<file path="src/rtl/capture_silence_then_fade_in_assert.svh">
// assertion macros for the capture fade-in block
// each use stands on a line of its own in the asserting module
`ifndef CAPTURE_SILENCE_THEN_FADE_IN_ASSERT_SVH
`define CAPTURE_SILENCE_THEN_FADE_IN_ASSERT_SVH

// same-cycle implication, off while reset is held
`define CSFI_ASSERT_NOW(label, clk, rstn, pre, post, msg) \
    label: assert property (@(posedge clk) disable iff (!rstn) (pre) |-> (post)) \
        else $error(msg);

// next-cycle implication, off while reset is held
`define CSFI_ASSERT_NEXT(label, clk, rstn, pre, post, msg) \
    label: assert property (@(posedge clk) disable iff (!rstn) (pre) |=> (post)) \
        else $error(msg);

`endif

</file>
<file path="src/rtl/csfi_pkg.sv">
// ----------------------------------------------------------------------------
// csfi_pkg
// shared widths, register indices, reset values and phase codes of the
// capture silence / fade-in block
// ----------------------------------------------------------------------------
`timescale 1ns / 1ps
`default_nettype none

package csfi_pkg;

    // payload and configuration widths
    localparam int unsigned CSFI_SAMPLE_W = 32;
    localparam int unsigned CSFI_PHASE_W  = 2;
    localparam int unsigned CSFI_CFG_W    = 20;
    localparam int unsigned CSFI_IDX_W    = 3;
    localparam int unsigned CSFI_FRM_W    = 13;
    localparam int unsigned CSFI_CHN_W    = 4;
    localparam int unsigned CSFI_BLK_W    = 8;
    localparam int unsigned CSFI_BIDX_W   = 9;

    // default sizing
    localparam int unsigned CSFI_MAX_CHANNELS = 8;
    localparam int unsigned CSFI_MAX_FRAMES   = 4096;

    // register indices
    localparam logic [CSFI_IDX_W-1:0] CSFI_REG_FRAMES  = 3'd0;
    localparam logic [CSFI_IDX_W-1:0] CSFI_REG_CHANS   = 3'd1;
    localparam logic [CSFI_IDX_W-1:0] CSFI_REG_SILENCE = 3'd2;
    localparam logic [CSFI_IDX_W-1:0] CSFI_REG_RAMP    = 3'd3;
    localparam logic [CSFI_IDX_W-1:0] CSFI_REG_GAIN    = 3'd4;

    // register reset values
    localparam logic [CSFI_FRM_W-1:0] CSFI_FRAMES_RST  = 13'd256;
    localparam logic [CSFI_CHN_W-1:0] CSFI_CHANS_RST   = 4'd2;
    localparam logic [CSFI_BLK_W-1:0] CSFI_SILENCE_RST = 8'd0;
    localparam logic [CSFI_BLK_W-1:0] CSFI_RAMP_RST    = 8'd0;
    localparam logic [CSFI_CFG_W-1:0] CSFI_GAIN_RST    = 20'd0;

    // phase codes on the result channel
    localparam logic [CSFI_PHASE_W-1:0] CSFI_PHASE_SILENCE = 2'd0;
    localparam logic [CSFI_PHASE_W-1:0] CSFI_PHASE_RAMP    = 2'd1;
    localparam logic [CSFI_PHASE_W-1:0] CSFI_PHASE_PASS    = 2'd2;

endpackage : csfi_pkg

`default_nettype wire

</file>
<file path="src/rtl/capture_silence_then_fade_in.sv">
// ----------------------------------------------------------------------------
// capture_silence_then_fade_in
// mutes the first capture blocks, fades in the next ones, then passes through
// silence and pass-through samples go through the result and output registers; ramp samples
//   first pass the prep, 32-step serial divide, multiply and sign-fix states
// one sample at a time: no new sample is taken until the last result is in the output register
// reset: synchronous active-low aresetn restores register defaults, no sweep
// ----------------------------------------------------------------------------
`timescale 1ns / 1ps
`default_nettype none
`include "capture_silence_then_fade_in_assert.svh"

module capture_silence_then_fade_in
    import csfi_pkg::*;
#(
    parameter int unsigned MAX_CHANNELS = CSFI_MAX_CHANNELS,
    parameter int unsigned MAX_FRAMES   = CSFI_MAX_FRAMES
) (
    input  wire logic                            aclk,
    input  wire logic                            aresetn,
    // configuration write port
    input  wire logic                            cfg_we,
    input  wire logic [CSFI_IDX_W-1:0]           cfg_index,
    input  wire logic [CSFI_CFG_W-1:0]           cfg_wdata,
    // input sample channel
    input  wire logic                            s_valid,
    output logic                                 s_ready,
    input  wire logic signed [CSFI_SAMPLE_W-1:0] s_sample_in,
    // result channel
    output logic                                 m_valid,
    input  wire logic                            m_ready,
    output logic signed [CSFI_SAMPLE_W-1:0]      m_sample_out,
    output logic [CSFI_PHASE_W-1:0]              m_phase
);

    // ------------------------------------------------------------------------
    // derived widths
    // ------------------------------------------------------------------------
    // effective frame / channel counts reach the maxima themselves
    localparam int unsigned FRAMES_W = $clog2(MAX_FRAMES + 1);
    localparam int unsigned CHANS_W  = $clog2(MAX_CHANNELS + 1);
    // positions stay below the maxima
    localparam int unsigned FPOS_W   = $clog2(MAX_FRAMES);
    localparam int unsigned CPOS_W   = (MAX_CHANNELS > 1) ? $clog2(MAX_CHANNELS) : 1;
    // divisor is frames times ramp blocks
    localparam int unsigned DVS_W    = FRAMES_W + CSFI_BLK_W;
    localparam int unsigned CNT_W    = $clog2(CSFI_SAMPLE_W);
    localparam logic [CNT_W-1:0] CNT_LAST = CNT_W'(CSFI_SAMPLE_W - 1);

    // sequencer states
    localparam logic [2:0] ST_IDLE = 3'd0;
    localparam logic [2:0] ST_PREP = 3'd1;
    localparam logic [2:0] ST_DIV  = 3'd2;
    localparam logic [2:0] ST_MUL  = 3'd3;
    localparam logic [2:0] ST_FIX  = 3'd4;
    localparam logic [2:0] ST_OUT  = 3'd5;

    // ------------------------------------------------------------------------
    // configuration registers
    // ------------------------------------------------------------------------
    logic [CSFI_FRM_W-1:0]  frames_cfg_reg;
    logic [CSFI_CHN_W-1:0]  chans_cfg_reg;
    logic [CSFI_BLK_W-1:0]  silence_reg;
    logic [CSFI_BLK_W-1:0]  ramp_blk_reg;

    // ------------------------------------------------------------------------
    // stream position state
    // ------------------------------------------------------------------------
    logic [CSFI_BIDX_W-1:0]   block_index_reg, block_index_next;
    logic [CSFI_SAMPLE_W-1:0] ramp_gain_reg, ramp_gain_next;
    logic [FPOS_W-1:0]        frame_pos_reg, frame_pos_next;
    logic [CPOS_W-1:0]        chan_pos_reg, chan_pos_next;

    // ------------------------------------------------------------------------
    // sequencer and datapath registers
    // ------------------------------------------------------------------------
    logic [2:0]               state_reg;
    logic [CSFI_SAMPLE_W-1:0] sample_reg;     // sample under work
    logic [CSFI_SAMPLE_W-1:0] gain_reg;       // gain captured for this sample
    logic                     neg_reg;        // sample was negative
    logic [DVS_W-1:0]         divisor_reg;
    logic [DVS_W-1:0]         rem_reg;        // partial remainder
    logic [CSFI_SAMPLE_W-1:0] dvd_reg;        // dividend out, quotient in
    logic [CNT_W-1:0]         cnt_reg;
    logic [CSFI_SAMPLE_W-1:0] prod_reg;
    logic [CSFI_SAMPLE_W-1:0] res_sample_reg; // finished result awaiting the output
    logic [CSFI_PHASE_W-1:0]  res_phase_reg;

    // output register
    logic                     m_valid_reg;
    logic signed [CSFI_SAMPLE_W-1:0] m_sample_reg;
    logic [CSFI_PHASE_W-1:0]  m_phase_reg;

    // ------------------------------------------------------------------------
    // effective sizes: zero taken as one, clamp to the maxima
    // ------------------------------------------------------------------------
    logic [FRAMES_W-1:0]    eff_frames;
    logic [CHANS_W-1:0]     eff_chans;

    always_comb begin
        if (frames_cfg_reg == '0) begin
            eff_frames = FRAMES_W'(1);
        end else if (32'(frames_cfg_reg) > 32'(MAX_FRAMES)) begin
            eff_frames = FRAMES_W'(MAX_FRAMES);
        end else begin
            eff_frames = FRAMES_W'(32'(frames_cfg_reg));
        end
    end

    always_comb begin
        if (chans_cfg_reg == '0) begin
            eff_chans = CHANS_W'(1);
        end else if (32'(chans_cfg_reg) > 32'(MAX_CHANNELS)) begin
            eff_chans = CHANS_W'(MAX_CHANNELS);
        end else begin
            eff_chans = CHANS_W'(32'(chans_cfg_reg));
        end
    end

    // ------------------------------------------------------------------------
    // phase decision and position bookkeeping
    // ------------------------------------------------------------------------
    logic [CSFI_BIDX_W-1:0] total_blocks;
    logic                   in_silence;
    logic                   in_ramp;
    logic                   chan_wrap;
    logic                   frame_wrap;
    logic                   accept;

    assign total_blocks = CSFI_BIDX_W'(silence_reg) + CSFI_BIDX_W'(ramp_blk_reg);
    assign in_silence   = block_index_reg < CSFI_BIDX_W'(silence_reg);
    assign in_ramp      = !in_silence && (block_index_reg < total_blocks);
    // a position at or past a reduced size wraps at the next boundary
    assign chan_wrap    = (32'(chan_pos_reg) + 32'd1) >= 32'(eff_chans);
    assign frame_wrap   = (32'(frame_pos_reg) + 32'd1) >= 32'(eff_frames);
    assign accept       = s_valid && s_ready;

    always_comb begin
        block_index_next = block_index_reg;
        ramp_gain_next   = ramp_gain_reg;
        frame_pos_next   = frame_pos_reg;
        chan_pos_next    = chan_pos_reg;
        if (accept) begin
            if (chan_wrap) begin
                chan_pos_next = '0;
                // gain steps once per ramp frame
                if (in_ramp) begin
                    ramp_gain_next = ramp_gain_reg + CSFI_SAMPLE_W'(1);
                end
                if (frame_wrap) begin
                    frame_pos_next = '0;
                    // block counter saturates at the end of the ramp
                    if (block_index_reg < total_blocks) begin
                        block_index_next = block_index_reg + CSFI_BIDX_W'(1);
                    end
                end else begin
                    frame_pos_next = frame_pos_reg + FPOS_W'(1);
                end
            end else begin
                chan_pos_next = chan_pos_reg + CPOS_W'(1);
            end
        end
        // a start gain write reloads the running gain
        if (cfg_we && (cfg_index == CSFI_REG_GAIN)) begin
            ramp_gain_next = CSFI_SAMPLE_W'(cfg_wdata);
        end
    end

    // configuration writes and position state
    always_ff @(posedge aclk) begin
        if (!aresetn) begin
            frames_cfg_reg  <= CSFI_FRAMES_RST;
            chans_cfg_reg   <= CSFI_CHANS_RST;
            silence_reg     <= CSFI_SILENCE_RST;
            ramp_blk_reg    <= CSFI_RAMP_RST;
            block_index_reg <= '0;
            ramp_gain_reg   <= CSFI_SAMPLE_W'(CSFI_GAIN_RST);
            frame_pos_reg   <= '0;
            chan_pos_reg    <= '0;
        end else begin
            block_index_reg <= block_index_next;
            ramp_gain_reg   <= ramp_gain_next;
            frame_pos_reg   <= frame_pos_next;
            chan_pos_reg    <= chan_pos_next;
            if (cfg_we) begin
                case (cfg_index)
                    CSFI_REG_FRAMES:  frames_cfg_reg <= cfg_wdata[CSFI_FRM_W-1:0];
                    CSFI_REG_CHANS:   chans_cfg_reg  <= cfg_wdata[CSFI_CHN_W-1:0];
                    CSFI_REG_SILENCE: silence_reg    <= cfg_wdata[CSFI_BLK_W-1:0];
                    CSFI_REG_RAMP:    ramp_blk_reg   <= cfg_wdata[CSFI_BLK_W-1:0];
                    // start gain handled with the running gain above
                    default: ;
                endcase
            end
        end
    end

    // ------------------------------------------------------------------------
    // shared unit: one restoring divide step per cycle
    // ------------------------------------------------------------------------
    logic [DVS_W:0]           div_shift;
    logic [DVS_W+1:0]         div_diff;
    logic                     div_take;
    logic [CSFI_SAMPLE_W-1:0] mul_lo;
    logic                     out_free;
    logic                     out_load;

    assign div_shift = {rem_reg, dvd_reg[CSFI_SAMPLE_W-1]};
    assign div_diff  = {1'b0, div_shift} - {2'b00, divisor_reg};
    assign div_take  = !div_diff[DVS_W+1];
    // only the low word of the product is kept, so it wraps as required
    assign mul_lo    = dvd_reg * gain_reg;
    // output register empty or being emptied this cycle
    assign out_free  = !m_valid_reg || m_ready;
    // finished result moves into the output register
    assign out_load  = (state_reg == ST_OUT) && out_free;

    // ------------------------------------------------------------------------
    // sequencer
    // ------------------------------------------------------------------------
    always_ff @(posedge aclk) begin
        if (!aresetn) begin
            state_reg   <= ST_IDLE;
            m_valid_reg <= 1'b0;
            cnt_reg     <= '0;
        end else begin
            // result taken and nothing new to load
            if (m_ready && (state_reg != ST_OUT)) begin
                m_valid_reg <= 1'b0;
            end
            case (state_reg)
                ST_IDLE: begin
                    if (s_valid) begin
                        sample_reg <= s_sample_in;
                        gain_reg   <= ramp_gain_reg;
                        if (in_silence) begin
                            res_sample_reg <= '0;
                            res_phase_reg  <= CSFI_PHASE_SILENCE;
                            state_reg      <= ST_OUT;
                        end else if (in_ramp) begin
                            res_phase_reg  <= CSFI_PHASE_RAMP;
                            state_reg      <= ST_PREP;
                        end else begin
                            res_sample_reg <= s_sample_in;
                            res_phase_reg  <= CSFI_PHASE_PASS;
                            state_reg      <= ST_OUT;
                        end
                    end
                end
                ST_PREP: begin
                    // divisor and magnitude of the dividend
                    divisor_reg <= DVS_W'(eff_frames) * DVS_W'(ramp_blk_reg);
                    neg_reg     <= sample_reg[CSFI_SAMPLE_W-1];
                    dvd_reg     <= sample_reg[CSFI_SAMPLE_W-1]
                                   ? (~sample_reg + CSFI_SAMPLE_W'(1)) : sample_reg;
                    rem_reg     <= '0;
                    cnt_reg     <= '0;
                    state_reg   <= ST_DIV;
                end
                ST_DIV: begin
                    rem_reg <= div_take ? div_diff[DVS_W-1:0] : div_shift[DVS_W-1:0];
                    dvd_reg <= {dvd_reg[CSFI_SAMPLE_W-2:0], div_take};
                    cnt_reg <= cnt_reg + CNT_W'(1);
                    if (cnt_reg == CNT_LAST) begin
                        state_reg <= ST_MUL;
                    end
                end
                ST_MUL: begin
                    // magnitude quotient times gain
                    prod_reg  <= mul_lo;
                    state_reg <= ST_FIX;
                end
                ST_FIX: begin
                    // truncating division: sign follows the sample
                    res_sample_reg <= neg_reg ? (~prod_reg + CSFI_SAMPLE_W'(1)) : prod_reg;
                    state_reg      <= ST_OUT;
                end
                ST_OUT: begin
                    if (out_free) begin
                        m_valid_reg  <= 1'b1;
                        m_sample_reg <= res_sample_reg;
                        m_phase_reg  <= res_phase_reg;
                        state_reg    <= ST_IDLE;
                    end
                end
                default: begin
                    state_reg <= ST_IDLE;
                end
            endcase
        end
    end

    assign s_ready      = (state_reg == ST_IDLE);
    assign m_valid      = m_valid_reg;
    assign m_sample_out = m_sample_reg;
    assign m_phase      = m_phase_reg;

    // ------------------------------------------------------------------------
    // assertions
    // ------------------------------------------------------------------------
    logic phase_legal;
    logic muted_out;

    assign phase_legal = m_phase_reg inside {CSFI_PHASE_SILENCE, CSFI_PHASE_RAMP,
                                             CSFI_PHASE_PASS};
    assign muted_out   = m_valid_reg && (m_phase_reg == CSFI_PHASE_SILENCE);

    `CSFI_ASSERT_NOW(a_phase_code, aclk, aresetn, m_valid_reg, phase_legal, "bad phase code")
    `CSFI_ASSERT_NOW(a_silence_zero, aclk, aresetn, muted_out, m_sample_reg == '0, "muted not zero")
    `CSFI_ASSERT_NEXT(a_busy_after_transfer, aclk, aresetn, accept, !s_ready, "idle after transfer")
    `CSFI_ASSERT_NEXT(a_result_loaded, aclk, aresetn, out_load, m_valid_reg && s_ready, "not loaded")

endmodule : capture_silence_then_fade_in

`default_nettype wire

</file>
<file path="config.mk">
export PLATFORM = sky130hd
export DESIGN_NAME = capture_silence_then_fade_in
export DESIGN_NICKNAME = d
export VERILOG_FILES = /design/src/rtl/csfi_pkg.sv /design/src/rtl/capture_silence_then_fade_in.sv
export VERILOG_INCLUDE_DIRS = /design/src /design/src/rtl
export SDC_FILE = /design/constraint.sdc
export NUM_CORES = 2
export LEC_CHECK = 0
export BUFFER_PORTS_ARGS = -buffer_cell sky130_fd_sc_hd__buf_4
export CAP_MARGIN = 15
export CELL_PAD_IN_SITES_DETAIL_PLACEMENT = 0
export CELL_PAD_IN_SITES_GLOBAL_PLACEMENT = 1
export CORE_UTILIZATION = 30
export DETAILED_ROUTE_END_ITERATION = 7
export PLACE_DENSITY_LB_ADDON = 0.05
export SYNTH_ARGS = -nofsm -noshare
export SYNTH_HDL_FRONTEND = slang
export SYNTH_SLANG_ARGS = --single-unit
</file>
<file path="constraint.sdc">
create_clock -name aclk -period 7.8 [get_ports aclk]
set_input_delay 1.56 -clock aclk [delete_from_list [all_inputs] [get_ports aclk]]
set_output_delay 1.56 -clock aclk [all_outputs]
set_load 0.05 [all_outputs]
</file>
==> flow_summary.yaml <==
drt:
  post_drt_via_cell_ratio: 4.73
  drc_errors: 0
  post_drt_wl_per_cell_um: 21.2
  ant_nets: 0
  drt_iter0_drc: 1098
  drt-pass1-iter-count: 5
  drt-total-wl_um: 111000
  routed-via-count: 24800
clock_tree:
  cts.sinks: 337
  cts_tree: "yes"
  numCtsBuffers: 45
  clock-root-buffer: "clkbuf_16"
  clkSlewWorstSetupHoldPaths_ns: 0.06
  cts_max_path_buffers: 3
  cts.htree.levels: 2
  clkLatencyLatePin_ns: 0.62
  hold_buffers: 0
worst_setup_path:
  cp_max_fo: 16
  required_ns: 8.14
  crit_chain: "buf_4 -> and2_1 -> fa_1 -> inv_1 -> fa_1 -> fa_1 -> fa_1 -> inv_1 -> fa_1 -> fa_1 -> fa_1 -> fa_1 -> ha_1 -> and2_1 -> nand4_1 -> nor4_1 -> inv_1 -> o221ai_1 -> nand2_1 -> o21ai_0 -> o41ai_2 -> xnor2_1"
  rr_startpoint: "gain_reg[3]"
  worstSetupEndpointType: "flip-flop"
  worst-setup-path-type: "reg -> reg"
  critPathLaunch: "gain_reg[3]"
  critPathTopFamily: "adder cells"
  crit_buf_inv: 4
  slowest_delay_ns: 0.59
  cpMostUsedCell: "fa_1"
  worstSetupStartpointType: "flip-flop"
  crit_slowest_cell: "fa_1"
  arrival_ns: 7.74
synth:
  ys_warn_count: 0
  synth_edf_count: 239
  ys_ff_latch: 337
  synth.avg_cell_area_um2: 9.71
  synthesis.area_um2: 35000
  ys_types: 65
  yosysSeqAreaShare_pct: 26.1
  ys.flop_type: "edfxtp_1"
  synthArstFlopShare_pct: 0
  synthCells: 3602
  syn-num-nets: 4371
sta:
  post-route-period-util_pct: 94.8
  worstMarginPinSlew_ns: 1.12
  setup_viol: 0
  fmax_mhz: 135
  period_minus_slack_ns: 7.40
  fin_tns_setup_ns: 0
  rsz0062_at_grt: "false"
  skew_ns: 0.0338
  relSlewSlack_pct: 25.1
  holdWs_ns: 0.417
  finalMaxSlewViolations: 0
  hold_violations: 0
grt:
  grt_pass1_wl_um: 169000
  grtUsageTotal_pct: 19.2
  overflow: 0
  grt_pass1_vias: 27200
  antenna_found_initial: 0
  grt_max_degree: 58
layout:
  areaGrowthSynthToFinish_pct: 12.9
  layout_common_cells: "561 x inv_1, 476 x fa_1, 423 x nand2_1"
  final_common_cell: "inv_1"
  drive_gt1_share_pct: 8.27
  n_fill_cell: 11800
  nets: 4471
die:
  rows: 124
  pin_count: 96
  initial_core_util_pct: 30.4
  die_y_um: 343
  coreArea_um2: 115000
  die_area_um2: 118000
  fp.dieW_um: 343
place:
  portBuffers: 95
  hpwl_um: 89300
  place_congestion: 0.811
worst_hold_path:
  hold_start: "res_sample_reg[20]"
  min-delay-path-class: "reg -> reg"
run:
  cap_violations: 0
status:
  outcome: "finished clean"
-- routing by layer --
layer  up-vias  routed length [µm]  global-route usage [%]
met3       108                4030                    2.54
met5         -                   0                       0
met1     12600               48100                    24.1
met2       412               56200                    34.3
met4         0                2850                    5.35
li1      11700                   -                       -
-- metrics by stage --
| step | instances | setup slack [ns] | util, % | area, µm² |
|---|---|---|---|---|
| floorplan | 3602 | 0.817 | - | 35000 |
| global placement | 5162 | 0.233 | 33.0 | 37900 |
| finish | 5250 | 0.404 | 34.4 | 39500 |
| CTS | 5244 | 0.176 | 34.3 | 39400 |
| global route | 5249 | 0.00403 | 34.4 | 39500 |
| detailed placement | 5162 | 0.146 | 33.0 | 37900 |
-- worst reg2reg max path: cells and delay by family (launching register included) --
family                   cells  cell delay, ns
AO/OA/AOI/OAI                3            0.72
buffers and inverters        4            0.50
flip-flops                   1            0.55
adder cells (fa/ha/maj)      9            4.34
AND/OR/NAND/NOR              5            0.92
XOR/XNOR                     1            0.12
-- worst paths after layout --
check | endpoint | slack, ns | cells after the start
max | prod_reg[31] | 0.40 | 22
min | m_sample_out[20] | 0.42 | 0
max reg2reg | prod_reg[31] | 0.40 | 22
min reg2reg | m_sample_out[20] | 0.42 | 0
-- cells in the mapped netlist (all sizes together) (5+ instances only) --
| master | n | area share (%) |
|---|---|---|
| a31oi | 11 | 0.21 |
| o21a | 15 | 0.32 |
| o31ai | 21 | 0.48 |
| o41ai | 13 | 0.38 |
| nor2b | 24 | 0.43 |
| o22ai | 5 | 0.089 |
| buf | 10 | 0.13 |
| or4 | 16 | 0.40 |
| ha | 233 | 8.3 |
| nor2 | 113 | 1.2 |
| xnor2 | 125 | 3.1 |
| a211oi | 11 | 0.24 |
| a21oi | 138 | 2.0 |
| nor4 | 11 | 0.20 |
| nand4 | 12 | 0.21 |
| o21bai | 9 | 0.19 |
| nand3b | 8 | 0.17 |
| or3 | 18 | 0.35 |
| or2 | 6 | 0.11 |
| a32o | 5 | 0.14 |
| nand3 | 49 | 0.72 |
| and2 | 406 | 7.3 |
| xor2 | 99 | 2.5 |
| nand2 | 423 | 4.5 |
| mux2i | 26 | 0.74 |
| dfxtp | 98 | 5.6 |
| nor3 | 29 | 0.41 |
| o21ai | 151 | 2.2 |
| edfxtp | 239 | 21 |
| fa | 476 | 27 |
| and3 | 23 | 0.41 |
| a21o | 26 | 0.56 |
| nand2b | 14 | 0.25 |
| clkbuf | 148 | 1.6 |
| inv | 562 | 6.0 |
-- area by class of cell --
cell class	instances	area [µm²]	area share [%]
flip-flops and latches	337	9140	23.1
repair buffers	211	1650	4.17
clock buffers	61	1260	3.18
well taps	1512	1890	4.79
multi-input cells	2545	23200	58.7
diodes	1	2.50	0.00633
inverters	562	2110	5.34
clock inverters	21	268	0.678
-- cell families after synthesis --
family | count (synthesis) | synth area share (%)
AO/OA/AOI/OAI | 427 | 7.28
multiplexers | 26 | 0.744
buffers and inverters | 720 | 7.74
adder cells (fa/ha/maj) | 709 | 35.6
flip-flops | 337 | 26.1
AND/OR/NAND/NOR | 1159 | 16.9
XOR/XNOR | 224 | 5.61
-- repair_timing --
item / in CTS / in global routing
setup endpoints to repair: 0 / 3
setup buffers: 0 / 5
resized for setup: 0 / 1
Power is not shown: default switching activity piles up to over one toggle a cycle in this logic, so the estimate is an artifact.
